==> src/rtl/gpl_pkg.sv <==
// Shared types and constants of the grid point locator.
// Used by gpl_div, gpl_ctrl, gpl_dpath and the top level; depends on nothing.
package gpl_pkg;

    localparam int NUM_CFG     = 6;
    localparam int CFG_IW      = 3;
    localparam int BLK_SLOTS   = 64;
    localparam int CORNER_AW   = 15;
    localparam int CORNER_DEPTH = 32768;
    localparam int DIV_NW      = 56;
    localparam int DIV_DW      = 33;
    localparam int CQW         = 24;

    localparam logic [16:0] ONE_Q16  = 17'h10000;
    localparam logic [33:0] HALF_Q16 = 34'd32768;

    localparam logic [1:0] ACT_REG   = 2'd0;
    localparam logic [1:0] ACT_NODE  = 2'd1;
    localparam logic [1:0] ACT_QUERY = 2'd2;

    localparam logic [1:0] ST_OK       = 2'd0;
    localparam logic [1:0] ST_NOTFOUND = 2'd1;
    localparam logic [1:0] ST_FULL     = 2'd2;
    localparam logic [1:0] ST_OUTSIDE  = 2'd3;

    localparam logic [2:0] SLOT_LAST = 3'd7;

    typedef enum logic [17:0] {
        S_CLEAR    = 18'h00001,
        S_IDLE     = 18'h00002,
        S_DISPATCH = 18'h00004,
        S_DIV_GO   = 18'h00008,
        S_DIV_WAIT = 18'h00010,
        S_RANGE    = 18'h00020,
        S_WALK_RD  = 18'h00040,
        S_WALK_WR  = 18'h00080,
        S_FILL_RD  = 18'h00100,
        S_FILL_GET = 18'h00200,
        S_ENT_RD   = 18'h00400,
        S_BLK_RD   = 18'h00800,
        S_CMP      = 18'h01000,
        S_CELL     = 18'h02000,
        S_WMUL1    = 18'h04000,
        S_WMUL2    = 18'h08000,
        S_WEMIT    = 18'h10000,
        S_EMIT1    = 18'h20000
    } t_state;

    typedef struct packed {
        logic       in_ready;
        logic       capture;
        logic       blk_we;
        logic       node_we;
        logic       clear;
        logic       init_bucket;
        logic       init_cell;
        logic       div_start;
        logic       div_store;
        logic       range_ld;
        logic       walk_wr;
        logic       fill_get;
        logic       scan_next;
        logic       hit_ld;
        logic       cell_ld;
        logic       mul1;
        logic       mul2;
        logic       emit_w;
        logic       emit1;
        logic       st_set;
        logic [1:0] st_val;
    } t_cmd;

    typedef struct packed {
        logic [1:0] act;
        logic       clr_last;
        logic       bn_ok;
        logic       outside;
        logic       div_done;
        logic       div_last;
        logic       phase_cell;
        logic       is_query;
        logic       range_ok;
        logic       walk_last;
        logic       scan_end;
        logic       hit;
        logic       s_last;
        logic       out_free;
    } t_sts;

endpackage

==> src/rtl/gpl_ctrl.sv <==
// Controller state machine of the grid point locator.
// Uses gpl_pkg for state, command and status types.
module gpl_ctrl (
    input  logic          i_clk,
    input  logic          i_rst_n,
    input  logic          i_in_valid,
    input  gpl_pkg::t_sts i_sts,
    output gpl_pkg::t_cmd o_cmd
);
    gpl_pkg::t_state r_state, n_state;

    always_ff @(posedge i_clk) begin
        if (!i_rst_n) begin
            r_state <= gpl_pkg::S_CLEAR;
        end else begin
            r_state <= n_state;
        end
    end

    always_comb begin
        o_cmd   = '0;
        n_state = r_state;
        case (r_state)
            gpl_pkg::S_CLEAR: begin
                o_cmd.clear = 1'b1;
                if (i_sts.clr_last) n_state = gpl_pkg::S_IDLE;
            end
            gpl_pkg::S_IDLE: begin
                o_cmd.in_ready = 1'b1;
                if (i_in_valid) begin
                    o_cmd.capture = 1'b1;
                    n_state = gpl_pkg::S_DISPATCH;
                end
            end
            gpl_pkg::S_DISPATCH: begin
                case (i_sts.act)
                    gpl_pkg::ACT_REG: begin
                        o_cmd.st_set = 1'b1;
                        o_cmd.st_val = gpl_pkg::ST_OK;
                        if (i_sts.bn_ok) begin
                            o_cmd.blk_we      = 1'b1;
                            o_cmd.init_bucket = 1'b1;
                            n_state = gpl_pkg::S_DIV_GO;
                        end else begin
                            n_state = gpl_pkg::S_EMIT1;
                        end
                    end
                    gpl_pkg::ACT_NODE: begin
                        o_cmd.node_we = i_sts.bn_ok;
                        n_state = gpl_pkg::S_IDLE;
                    end
                    gpl_pkg::ACT_QUERY: begin
                        if (i_sts.outside) begin
                            o_cmd.st_set = 1'b1;
                            o_cmd.st_val = gpl_pkg::ST_OUTSIDE;
                            n_state = gpl_pkg::S_EMIT1;
                        end else begin
                            o_cmd.init_bucket = 1'b1;
                            n_state = gpl_pkg::S_DIV_GO;
                        end
                    end
                    default: n_state = gpl_pkg::S_IDLE;
                endcase
            end
            gpl_pkg::S_DIV_GO: begin
                o_cmd.div_start = 1'b1;
                n_state = gpl_pkg::S_DIV_WAIT;
            end
            gpl_pkg::S_DIV_WAIT: begin
                if (i_sts.div_done) begin
                    o_cmd.div_store = 1'b1;
                    if (!i_sts.div_last)      n_state = gpl_pkg::S_DIV_GO;
                    else if (i_sts.phase_cell) n_state = gpl_pkg::S_CELL;
                    else if (i_sts.is_query)   n_state = gpl_pkg::S_FILL_RD;
                    else                       n_state = gpl_pkg::S_RANGE;
                end
            end
            gpl_pkg::S_RANGE: begin
                o_cmd.range_ld = 1'b1;
                n_state = i_sts.range_ok ? gpl_pkg::S_WALK_RD : gpl_pkg::S_EMIT1;
            end
            gpl_pkg::S_WALK_RD: n_state = gpl_pkg::S_WALK_WR;
            gpl_pkg::S_WALK_WR: begin
                o_cmd.walk_wr = 1'b1;
                n_state = i_sts.walk_last ? gpl_pkg::S_EMIT1 : gpl_pkg::S_WALK_RD;
            end
            gpl_pkg::S_FILL_RD: n_state = gpl_pkg::S_FILL_GET;
            gpl_pkg::S_FILL_GET: begin
                o_cmd.fill_get = 1'b1;
                n_state = gpl_pkg::S_ENT_RD;
            end
            gpl_pkg::S_ENT_RD: begin
                if (i_sts.scan_end) begin
                    o_cmd.st_set = 1'b1;
                    o_cmd.st_val = gpl_pkg::ST_NOTFOUND;
                    n_state = gpl_pkg::S_EMIT1;
                end else begin
                    n_state = gpl_pkg::S_BLK_RD;
                end
            end
            gpl_pkg::S_BLK_RD: n_state = gpl_pkg::S_CMP;
            gpl_pkg::S_CMP: begin
                if (i_sts.hit) begin
                    o_cmd.hit_ld    = 1'b1;
                    o_cmd.init_cell = 1'b1;
                    n_state = gpl_pkg::S_DIV_GO;
                end else begin
                    o_cmd.scan_next = 1'b1;
                    n_state = gpl_pkg::S_ENT_RD;
                end
            end
            gpl_pkg::S_CELL: begin
                o_cmd.cell_ld = 1'b1;
                n_state = gpl_pkg::S_WMUL1;
            end
            gpl_pkg::S_WMUL1: begin
                o_cmd.mul1 = 1'b1;
                n_state = gpl_pkg::S_WMUL2;
            end
            gpl_pkg::S_WMUL2: begin
                o_cmd.mul2 = 1'b1;
                n_state = gpl_pkg::S_WEMIT;
            end
            gpl_pkg::S_WEMIT: begin
                if (i_sts.out_free) begin
                    o_cmd.emit_w = 1'b1;
                    n_state = i_sts.s_last ? gpl_pkg::S_IDLE : gpl_pkg::S_WMUL1;
                end
            end
            gpl_pkg::S_EMIT1: begin
                if (i_sts.out_free) begin
                    o_cmd.emit1 = 1'b1;
                    n_state = gpl_pkg::S_IDLE;
                end
            end
            default: n_state = gpl_pkg::S_IDLE;
        endcase
    end
endmodule

==> config.mk <==
export PLATFORM = sky130hd
export DESIGN_NAME = gpl_ctrl
export DESIGN_NICKNAME = d
export VERILOG_FILES = /design/src/rtl/gpl_pkg.sv /design/src/rtl/gpl_ctrl.sv
export SDC_FILE = /design/constraint.sdc
export NUM_CORES = 1
export LEC_CHECK = 0
export BUFFER_PORTS_ARGS = -buffer_cell sky130_fd_sc_hd__clkbuf_2
export CORE_ASPECT_RATIO = 0.6
export CORE_MARGIN = 2
export CORE_UTILIZATION = 45
export DETAILED_ROUTE_END_ITERATION = 10
export GPL_TIMING_DRIVEN = 0
export PLACE_DENSITY_LB_ADDON = 0.1
export SLEW_MARGIN = 20
export SYNTH_ARGS = -nofsm -noshare
export SYNTH_HDL_FRONTEND = slang
export SYNTH_SLANG_ARGS = --single-unit
==> constraint.sdc <==
create_clock -name i_clk -period 2.42 [get_ports i_clk]
set_clock_uncertainty 0.05 [all_clocks]
set_input_delay 0.484 -clock i_clk [delete_from_list [all_inputs] [get_ports i_clk]]
set_output_delay 0.484 -clock i_clk [all_outputs]
set_load 0.1 [all_outputs]
==> out/metrics.csv, run 1 <==
metric,value,unit
DIE WIDTH,71.9,um
pin count of the biggest net entering global routing,11,
Clock Path Buffers,2,
row count,14,
outcome,aborted with a tool error,
worst endpoint after global-route timing repair,o_cmd[15],
"Net Count, Synth",178,
gp weighted congestion,0.981,
initial core utilization,0.484,
Err,"[ERROR DPL-0038] Utilization greater than 100%, impossible to legalize",
clock root cell,clkbuf_8,
Netlist Area Pre-Place,0.00125,mm2
post-synth cell types,44,
Synth warnings,0,
placed insts,231,
Mapped Cells,160,
#FFs+latches synth,18,
Die Y-Extent,44.8,um
H-tree depth,1,
Halt Stage,global routing (5_1_grt),
number of flops mapped to enable cells by yosys,0,
Post-DP HPWL,2850,um
Clock Sinks,18,
worst_ep kind,top-level output,
Main synth FF type,dfxtp_1,
IO buf count,39,
Mean Syn Cell Area,7.79,um2
Post-synth ARST share,0,
io pins,40,
# hold bufs at CTS,0,
sequential area share after synthesis,0.289,
CTS Buf Count,3,
## stage by stage
stage	TNS, ns	hold WS [ns]	cell area [um2]	worst slack (ns)	util
after floorplan	-5.21	0.437	1490	-0.630	-
after global placement	-5.90	0.465	1730	-0.566	0.670
after detailed placement	-6.29	0.470	1730	-0.578	0.670
after CTS	-5.47	0.349	2480	-0.463	0.963
## cells by family after synthesis
| family | after synthesis | synth area share |
|---|---|---|
| simple gates | 107 | 0.510 |
| flops | 18 | 0.289 |
| xor+xnor | 4 | 0.0281 |
| buf+inv | 12 | 0.0512 |
| compound gates | 19 | 0.121 |
## Yosys cell counts, types with 2 or more instances
cell type,count,area share
nor2_1,22,0.066
dfxtp_1,18,0.29
nand2_1,16,0.048
nor3_1,12,0.048
nand2b_1,11,0.055
inv_1,6,0.018
a21oi_1,5,0.020
nand3_1,5,0.020
nor3b_1,5,0.030
nor4_1,5,0.025
nand4_1,4,0.020
and2_1,3,0.015
clkbuf_1,3,0.0090
nor2b_1,3,0.015
nor4_2,3,0.030
nor4b_1,3,0.021
and4_1,2,0.014
buf_6,2,0.018
o21ai_0,2,0.0080
or3_1,2,0.010
or3_4,2,0.018
or4_1,2,0.012
xnor2_1,2,0.014
xor2_1,2,0.014
## timing repair
item | CTS
pin swaps | 22
setup endpoints to repair | 22
endpoints found under the hold margin | 0
setup buffers | 39
resized for setup | 78
==> run 2: changes to the inputs <==
- CORE_AREA: not set -> 2 2 63 65
- CORE_ASPECT_RATIO: 0.6 -> not set
- CORE_MARGIN: 2 -> not set
- CORE_UTILIZATION: 45 -> not set
- DIE_AREA: not set -> 0 0 65 67
- PLACE_DENSITY_LB_ADDON: 0.1 -> 0.15
- clock period: 2.42 -> 3.1 ns (I/O delays scaled with it)
==> run 2 against run 1 <==
Effect of this change: the run now ends clean; synthesized cell count unchanged; synthesized area is the same.
==> out/metrics.csv, run 2 <==
metric,value,unit,change
Max Slew Vio Count,0,,
GRT overflow,0,,
most frequent cells in the layout,"clkbuf_2 (23), nor2_1 (18), nand2_1 (15)",,
Worst Reg-to-Reg Cells,8,,
Worst path max stage delay,0.43,ns,
Top Family by Delay on Critical Path,simple AND/OR/NAND/NOR gates,,
maximum clock frequency,327,MHz,
worst-path cell chain,nor4_4 > nand4_2 > or3_4 > or3_4 > o21ai_4 > clkbuf_16,,
"slowest stage cell, crit path",or3_4,,
crit-path most repeated cell,or3_4,,
WP data arrival,2.39,ns,
post-synth cell types,44,,unchanged
final std cells w/o fill,259,,
worst r2r src,r_state[2],,
area delta synth->final,52.4,%,
core outline area,0.00361,mm2,
largest registers,r_state x18,,
Pleak,0.764,nW,
R2R Path End,r_state[15],,
row count,22,,+8
clock root cell,clkbuf_8,,
initial antenna violation count,0,,
Final ANT Viol Nets,0,,
Post-DP HPWL,2770,um,-2.6%
DIE WIDTH,65,um,-9.6%
Pwr Density,296,mW/mm2,
initial core utilization,0.346,,-0.138
final setup TNS,0,ns,
top cell type's share of synthesized area,0.289,,unchanged
Hold/Removal Path Class,register to register,,
clock slew at reported path FFs,0.08,ns,
CP bufs+invs,1,,
most common cell in the netlist,nor2_1,,
"Net Count, Synth",178,,unchanged
max reg flops,18,,
CP required,2.43,ns,
Synth top cells by count,"nor2_1 (22), dfxtp_1 (18), nand2_1 (16)",,
Post-synth ARST share,0,,unchanged
DR pass1 iterations,4,,
Hold WS,0.457,ns,
Via Count,1345,,
Rel. slew slack,0.636,,
#FFs+latches synth,18,,unchanged
CTS Buf Count,3,,unchanged
unrepaired setup endpoints after global routing,true,,
Yosys top cell by area,dfxtp_1,,
placed insts,247,,+6.9%
Hold Path Sink,r_state[12],,
vias in the first global route,1273,,
Mean Syn Cell Area,7.79,um2,unchanged
Die ar.,0.00436,mm2,
WL final,3620,um,
sequential area share after synthesis,0.289,,unchanged
io pins,40,,unchanged
"Max FO, Critical Path",5,,
most flop-heavy register,r_state,,
gp weighted congestion,0.840,,-14%
TritonCTS clock tree,done,,
Clock Path Buffers,2,,unchanged
DRC violations left,0,,
Mapped Cells,160,,unchanged
clk_lat worst skew,0.25,ns,
top post-synthesis cells by area,"dfxtp_1 (29%), nor2_1 (6.6%), nand2b_1 (5.5%), nor3_1 (4.8%), nand2_1 (4.8%)",,
n_diodes,0,,
pin count of the biggest net entering global routing,11,,
WL per Instance,14.0,um,
Worst-Margin Slew,0.549,ns,
Crit. End Element,output pin,,
first-pass GRT wire length,5910,um,
WHS Path Cells,2,,
"commonest non-fill, non-tap cell in the layout",clkbuf_2,,
Synth warnings,0,,unchanged
outcome,"finished, final reports clean",,
final worst-path cycle share,0.986,,
Die Y-Extent,67,um,+50%
Clock Sinks,18,,unchanged
crit path time final,3.06,ns,
GR Util All Layers,0.177,,
max-cap viol count,0,,
net count reported at finish,230,,
Reg2Reg Setup Slack,0.85,ns,
DR iter-0 viols,68,,
IO buf count,39,,unchanged
crit start category,register,,
number of flops mapped to enable cells by yosys,0,,unchanged
Netlist Area Pre-Place,0.00125,mm2,unchanged
Final setup viols,0,,
critical path type,register to output pin,,
H-tree depth,1,,unchanged
proportion of layout cells with a drive suffix above 1,0.460,,
"Hold Vio Cnt, Final",0,,
# fillers,342,,
Main synth FF type,dfxtp_1,,
hold path startpoint,r_state[11],,
average via count per standard cell,5.19,,
VDD IR max,0.245,mV,
==> run 2: cell families (layout without fill, tap and decap cells) <==
kind of cell	after synthesis	count (layout)	share of synthesized area
DFF	18	18	0.289
AOI/OAI and AO/OA	19	19	0.121
buffers and inverters	12	63	0.0512
xor gates and xnor gates	4	4	0.0281
and+or+nand+nor	107	107	0.510
==> run 2: cell type report <==
type / instances / area, um2 / share of cell area
multi-input combinational: 130 / 968 / 0.510
clock buffer: 4 / 55.1 / 0.0290
tap: 48 / 60.1 / 0.0316
timing repair buffer: 50 / 378 / 0.199
buffer: 3 / 35.0 / 0.0184
inverter: 6 / 26.3 / 0.0138
sequential: 18 / 377 / 0.198
==> run 2: what timing repair did <==
action	in CTS	in global routing
resized for setup	26	21
pin swaps	7	9
hold buffers	0	0
buffers inserted	6	5
endpoints found under the hold margin	0	0
endpoints found under the setup margin	14	15
==> run 2: worst reg2reg max path, stage by stage, from the launching register on <==
cell      delay, ns
dfxtp_1        0.36
nor4_4         0.40
and4_1         0.25
clkbuf_1       0.26
o2bb2a_1       0.30
nand3_1        0.12
o21bai_4       0.16
buf_6          0.18
nor4b_1        0.06
==> run 2: power by group <==
part | internal (mW) | leakage [nW] | switching (mW)
Combinational | 0.0437 | 0.585 | 0.0819
Clock | 0.113 | 0.0288 | 0.0853
Sequential | 0.233 | 0.150 | 0.00555
==> run 2: per-stage QoR <==
| stage | setup WS, ns | total power [mW] | util | instance area [um2] |
|---|---|---|---|---|
| after floorplan | -0.698 | 0.331 | - | 1390 |
| after global placement | -0.275 | 0.361 | 0.457 | 1650 |
| after detailed placement | -0.309 | 0.363 | 0.457 | 1650 |
| after CTS | 0.0103 | 0.563 | 0.507 | 1830 |
| after global routing | -0.0363 | 0.588 | 0.527 | 1900 |
| final | 0.0447 | 0.562 | 0.527 | 1900 |
==> run 2: worst max path at each step <==
stage	from	end	slack, ns	cells past startpoint
floorplan	r_state[14]	o_cmd[3]	-0.70	4
global placement	r_state[14]	o_cmd[0]	-0.27	8
detailed placement	r_state[14]	o_cmd[0]	-0.31	8
CTS	r_state[0]	o_cmd[13]	0.01	7
global route	r_state[10]	o_cmd[2]	-0.04	6
finish	r_state[10]	o_cmd[2]	0.04	6
==> run 2: routing by layer <==
layer / vias up / part of all wire / global-route usage
met4: 0 / 0.0086 / 0.0239
met2: 31 / 0.49 / 0.286
met1: 629 / 0.46 / 0.249
li1: 681 / - / -
met5: - / 0 / 0
met3: 4 / 0.040 / 0.0321
Note: power is estimated with default switching activity, not from simulation.
==> run 3: changes to the inputs <==
- CELL_PAD_IN_SITES_DETAIL_PLACEMENT: not set -> 1
- CELL_PAD_IN_SITES_GLOBAL_PLACEMENT: not set -> 1
==> run 3 against run 2 <==
Effect of this change: count of clock-buffer cells in the layout is the same; hold slack better by 0.036 ns; cell area grew 1.3%; register-to-register slack worse by 0.09 ns; global-route usage grew 4.0 points; critical endpoint unchanged.
==> out/metrics.csv, run 3 (synthesis gave the netlist of run 2 again) <==
metric,value,unit,change
outcome,"finished, final reports clean",,
Hold WS,0.493,ns,+0.0362 ns
Pleak,0.780,nW,+2.2%
"commonest non-fill, non-tap cell in the layout",clkbuf_2,,
GRT overflow,0,,unchanged
WL final,4440,um,+23%
gp weighted congestion,0.845,,+0.54%
Post-DP HPWL,3190,um,+15%
Pwr Density,293,mW/mm2,-0.81%
"Core Util, Final",0.533,,+0.00659
Crit. End Element,output pin,,
pin count of the biggest net entering global routing,11,,unchanged
n_diodes,0,,unchanged
DIE WIDTH,65,um,unchanged
clock root cell,clkbuf_8,,
initial core utilization,0.346,,unchanged
Die Y-Extent,67,um,unchanged
DR pass1 iterations,4,,unchanged
io pins,40,,unchanged
proportion of layout cells with a drive suffix above 1,0.472,,+0.0122
CP required,2.43,ns,about the same
Hold/Removal Path Class,input port to register,,
final worst-path cycle share,0.987,,about the same
WL per Instance,16.9,um,+21%
Clock Path Buffers,2,,unchanged
max-cap viol count,0,,unchanged
Via Count,1409,,+4.8%
DRC violations left,0,,unchanged
DR iter-0 viols,79,,+16%
VDD IR max,0.134,mV,-45%
WP data arrival,2.39,ns,about the same
TritonCTS clock tree,done,,
net count reported at finish,233,,+1.3%
final setup TNS,0,ns,unchanged
critical path type,register to output pin,,
Max Slew Vio Count,0,,unchanged
Final ANT Viol Nets,0,,unchanged
maximum clock frequency,327,MHz,about the same
average via count per standard cell,5.38,,+3.6%
"Hold Vio Cnt, Final",0,,unchanged
unrepaired setup endpoints after global routing,true,,
max reg flops,18,,unchanged
# fillers,441,,+29%
most frequent cells in the layout,"clkbuf_2 (24), nor2_1 (18), buf_4 (16)",,
crit path time final,3.06,ns,+0.00299 ns
CTS Buf Count,3,,unchanged
Die ar.,0.00436,mm2,unchanged
H-tree depth,1,,unchanged
IO buf count,39,,unchanged
vias in the first global route,1510,,+19%
Worst-Margin Slew,0.543,ns,-0.00561 ns
GR Util All Layers,0.216,,+0.0399
row count,22,,unchanged
Clock Sinks,18,,unchanged
"Max FO, Critical Path",5,,unchanged
Rel. slew slack,0.640,,+0.00373
most flop-heavy register,r_state,,
Final setup viols,0,,unchanged
clk_lat worst skew,0.26,ns,about the same
first-pass GRT wire length,7160,um,+21%
clock slew at reported path FFs,0.08,ns,about the same
largest registers,r_state x18,,
initial antenna violation count,0,,unchanged
core outline area,0.00361,mm2,unchanged
crit start category,register,,
area delta synth->final,54.3,%,
==> run 3: cell count changes in the layout (fill, tap and decap cells not counted), moves of 2 or more <==
cell / before / now
buf_4: 13 / 16
clkbuf_4: 3 / 5
buf_6: 5 / 3
buf_8: 1 / 3
dfxtp_2: 7 / 4
dfxtp_4: 2 / 4
==> run 3: routing by layer <==
| metal | GRT usage | up-vias | wire length, um |
|---|---|---|---|
| met3 | 0.0321 | 2 | 124 |
| met5 | 0 | - | 0 |
| met1 | 0.264 | 695 | 1990 |
| met2 | 0.399 | 26 | 2300 |
| met4 | 0.0479 | 0 | 23 |
| li1 | - | 686 | - |
==> run 3: area by class of cell <==
cell class / instances / area (um2) / share of cell area
multi-input combinational: 130 / 976 / 0.507
clock buffer: 4 / 55.1 / 0.0286
buffer: 2 / 31.3 / 0.0163
inverter: 6 / 26.3 / 0.0137
sequential: 18 / 380 / 0.198
tap: 48 / 60.1 / 0.0312
timing repair buffer: 54 / 394 / 0.205
==> run 3: critical path: stages, from the launching register on <==
cell       delay [ns]
dfxtp_4          0.37
nor4_4           0.38
nand4_2          0.17
or3_4            0.40
or3_4            0.43
o21ai_4          0.15
clkbuf_16        0.22
==> run 3: worst paths after layout <==
path | startpoint | depth (start not counted) | slack [ns] | endpoint
max | r_state[9] | 6 | 0.04 | o_cmd[2]
min | i_sts[6] | 2 | 0.49 | r_state[5]
max reg2reg | r_state[9] | 9 | 0.76 | r_state[3]
min reg2reg | r_state[11] | 2 | 0.50 | r_state[12]
==> run 3: through the flow <==
| step | cells | area (um2) | power (mW) | setup WS (ns) |
|---|---|---|---|---|
| after floorplan | 160 | 1390 | 0.331 | -0.698 |
| after global placement | 247 | 1650 | 0.361 | -0.286 |
| after detailed placement | 247 | 1650 | 0.365 | -0.358 |
| after CTS | 256 | 1840 | 0.565 | 0.00196 |
| after global routing | 262 | 1920 | 0.590 | -0.0359 |
| final | 262 | 1920 | 0.564 | 0.0417 |
==> run 3: power breakdown <==
group	switching, mW	internal [mW]	leakage, nW	total [mW]
clock network	0.0858	0.113	0.0288	0.199
registers	0.00537	0.231	0.150	0.236
logic	0.0852	0.0440	0.601	0.129
==> run 3: timing repair <==
action	in CTS	in global routing
pin swaps	8	8
gates cloned	0	0
setup buffers	8	7
endpoints found under the hold margin	0	0
gates resized for setup	26	19
setup endpoints to repair	16	17
hold buffers	0	0
==> run 4: changes to the inputs <==
- ABC_AREA: not set -> 1
- BUFFER_PORTS_ARGS: -buffer_cell sky130_fd_sc_hd__clkbuf_2 -> -buffer_cell sky130_fd_sc_hd__buf_2
- CORE_AREA: 2 2 63 65 -> not set
- CORE_MARGIN: not set -> 2
- CORE_UTILIZATION: not set -> 35
- DIE_AREA: 0 0 65 67 -> not set
==> run 4 against run 3 <==
Effect of this change: via count rose by 8.3%; synthesized cell count rose by 42%; routed wire length fell by 8.3%; largest cell class unchanged; final cell count rose by 22%; setup slack improved by 0.22 ns; combinational power rose to 2.7 times the previous value; synthesized area rose by 14%; first-iteration DRC count fell by 46%; global-route usage fell by 2.3 points; largest power group is now combinational logic; maximum frequency rose by 7.8%; cell area fell by 9.2%.
==> out/metrics.csv, run 4 <==
metric,value,unit,change
WL per Instance,12.7,um,-25%
max reg flops,18,,unchanged
max-cap viol count,0,,unchanged
most flop-heavy register,r_state,,
TritonCTS clock tree,done,,
"slowest stage cell, crit path",buf_2,,
Hold/Removal Path Class,input port to register,,
Clock Sinks,18,,unchanged
logic gate share of total power,0.438,,+0.209
largest registers,r_state x18,,
top cell type's share of synthesized area,0.254,,-0.0347
Crit. End Element,output pin,,
register area,360,um2,-5.3%
Synth warnings,0,,unchanged
DIE WIDTH,67.6,um,+4.0%
post-synth cell types,29,,-34%
WL final,4070,um,-8.3%
Die Y-Extent,67.6,um,+0.92%
Sw Share,0.444,,+0.132
Worst-Margin Slew,0.487,ns,-0.0559 ns
worst-path cell chain,nor2_1 > nand2_1 > nor2_1 > nand3_1 > nor2_2 > inv_2 > o31ai_2 > buf_2,,
Total Power,0.796,mW,+41%
Post-synth ARST share,0,,unchanged
cts repair resizes,0,,-100%
io pins,40,,unchanged
cell area after layout,0.00175,mm2,-9.2%
CP required,2.43,ns,about the same
H-tree depth,1,,unchanged
Rel. slew slack,0.678,,+0.0379
Mean Syn Cell Area,6.24,um2,-20%
Die ar.,0.00457,mm2,+5.0%
initial antenna violation count,0,,unchanged
IO buf count,39,,unchanged
area delta synth->final,23.2,%,
DR pass1 iterations,4,,unchanged
crit path time final,2.84,ns,-0.221 ns
Mapped Cells,227,,+42%
"Hold Vio Cnt, Final",0,,unchanged
"Max FO, Critical Path",5,,unchanged
final worst-path cycle share,0.915,,-0.0713
DR iter-0 viols,43,,-46%
# hold bufs at CTS,0,,unchanged
Worst path max stage delay,0.46,ns,+0.03 ns
WP data arrival,2.17,ns,-0.22 ns
Main synth FF type,dfxtp_1,,
gp weighted congestion,0.853,,+1.0%
GR Util All Layers,0.193,,-0.0230
Power Internal,0.443,mW,+14%
row count,23,,+4.5%
number of flops mapped to enable cells by yosys,0,,unchanged
net count reported at finish,289,,+24%
Clk pwr share,0.244,,-0.108
post-CTS setup buffer count,0,,-8
first-pass GRT wire length,6710,um,-6.2%
clock root cell,clkbuf_8,,
maximum clock frequency,352,MHz,+7.8%
n_diodes,0,,unchanged
Via Count,1526,,+8.3%
Final ANT Viol Nets,0,,unchanged
unrepaired setup endpoints after global routing,false,,
#FFs+latches synth,18,,unchanged
Pwr Density,456,mW/mm2,+55%
# fillers,567,,+29%
critical path type,register to output pin,,
VDD IR max,0.163,mV,+21%
Reg power frac,0.318,,-0.101
Post-DP HPWL,3350,um,+4.9%
Max Slew Vio Count,0,,unchanged
GRT overflow,0,,unchanged
crit-path most repeated cell,nor2_1,,
pin count of the biggest net entering global routing,11,,unchanged
Clock Path Buffers,2,,unchanged
Hold WS,0.489,ns,-0.00376 ns
worst setup margin,0.263,ns,+0.221 ns
final std cells w/o fill,320,,+22%
clk_lat worst skew,0.25,ns,about the same
Final setup viols,0,,unchanged
Multi-input gate area,855,um2,-12%
Pleak,1.05,nW,+35%
dpl ws,0.583,ns,+0.941 ns
most frequent cells in the layout,"nor2_1 (43), inv_1 (43), buf_2 (40)",,
crit start category,register,,
Synth top cells by count,"inv_1 (43), nor2_1 (43), nand2_1 (36)",,
average via count per standard cell,4.77,,-11%
NetSw,0.354,mW,+100%
"Net Count, Synth",245,,+38%
vias in the first global route,1428,,-5.4%
proportion of layout cells with a drive suffix above 1,0.322,,-0.150
Yosys top cell by area,dfxtp_1,,
top post-synthesis cells by area,"dfxtp_1 (25%), inv_1 (11%), nor2_1 (11%), nand2_1 (9.5%), nand3_1 (6.4%)",,
Netlist Area Pre-Place,0.00142,mm2,+14%
outcome,"finished, final reports clean",,
sequential area share after synthesis,0.254,,-0.0347
core outline area,0.00394,mm2,+9.3%
CTS Buf Count,3,,unchanged
clock slew at reported path FFs,0.07,ns,about the same
initial core utilization,0.359,,+0.0137
DRC violations left,0,,unchanged
dpl cell area,0.00169,mm2,+2.7%
placed insts,316,,+28%
## run 4: cell count changes after synthesis, moves of 4 or more
cell,previous run,this run
nand3_2,0,9
nor2_1,22,43
nor2_2,0,8
nand3_1,5,18
nor2_4,0,5
nand2_1,16,36
nor3_1,12,6
nand2b_1,11,0
inv_1,6,43
inv_2,0,7
o21ai_0,2,6
nor3b_1,5,0
## run 4: final timing paths
check               from           to  slack [ns]  depth (start not counted)
max           r_state[5]     o_cmd[0]        0.26                          8
min             i_sts[3]  r_state[11]        0.49                          2
max reg2reg  r_state[17]   r_state[3]        1.35                         10
min reg2reg   r_state[4]   r_state[4]        0.51                          4
## run 4: layout make-up
type | count | share of cell area
Buffer | 3 | 0.0136
Sequential cell | 18 | 0.206
Timing Repair Buffer | 39 | 0.112
Multi-Input combinational cell | 155 | 0.490
Inverter | 51 | 0.111
Clock buffer | 4 | 0.0315
Tap cell | 50 | 0.0358
## run 4: critical path: cells and delay by family (launching register included)
| kind | cells | cell delay (ns) |
|---|---|---|
| AND/OR/NAND/NOR | 5 | 0.86 |
| buffers and inverters | 2 | 0.54 |
| flip-flops | 1 | 0.33 |
| AO/OA/AOI/OAI | 1 | 0.17 |
## run 4: routing by layer
layer,wire (um),GRT usage,vias to the layer above,share of wire
met5,0,0,-,0
met4,46,0.0383,0,0.011
met3,207,0.0233,4,0.051
met2,1780,0.311,47,0.44
met1,2040,0.276,689,0.50
li1,-,-,786,-
## run 4: kinds of logic (layout without fill, tap and decap cells)
logic type / after synthesis / count (layout) / share of synthesized area
AO/OA/AOI/OAI: 11 / 11 / 0.0459
buffers and inverters: 54 / 97 / 0.154
flip-flops: 18 / 18 / 0.254
AND/OR/NAND/NOR: 144 / 144 / 0.546
## run 4: through the flow
stage                     TNS (ns)  utilization
after CTS                        0        0.443
after detailed placement         0        0.429
final                            0        0.443
after global placement           0        0.429
after global routing             0        0.443
after floorplan            -0.0268            -
## run 4: power groups by stage
stage / clock (mW) / combinational, mW / sequential, mW
finish: 0.194 / 0.349 / 0.253
global route: 0.208 / 0.385 / 0.255
CTS: 0.196 / 0.351 / 0.253
detailed placement: 0 / 0.350 / 0.259
global placement: 0 / 0.348 / 0.259
floorplan: 0 / 0.275 / 0.257
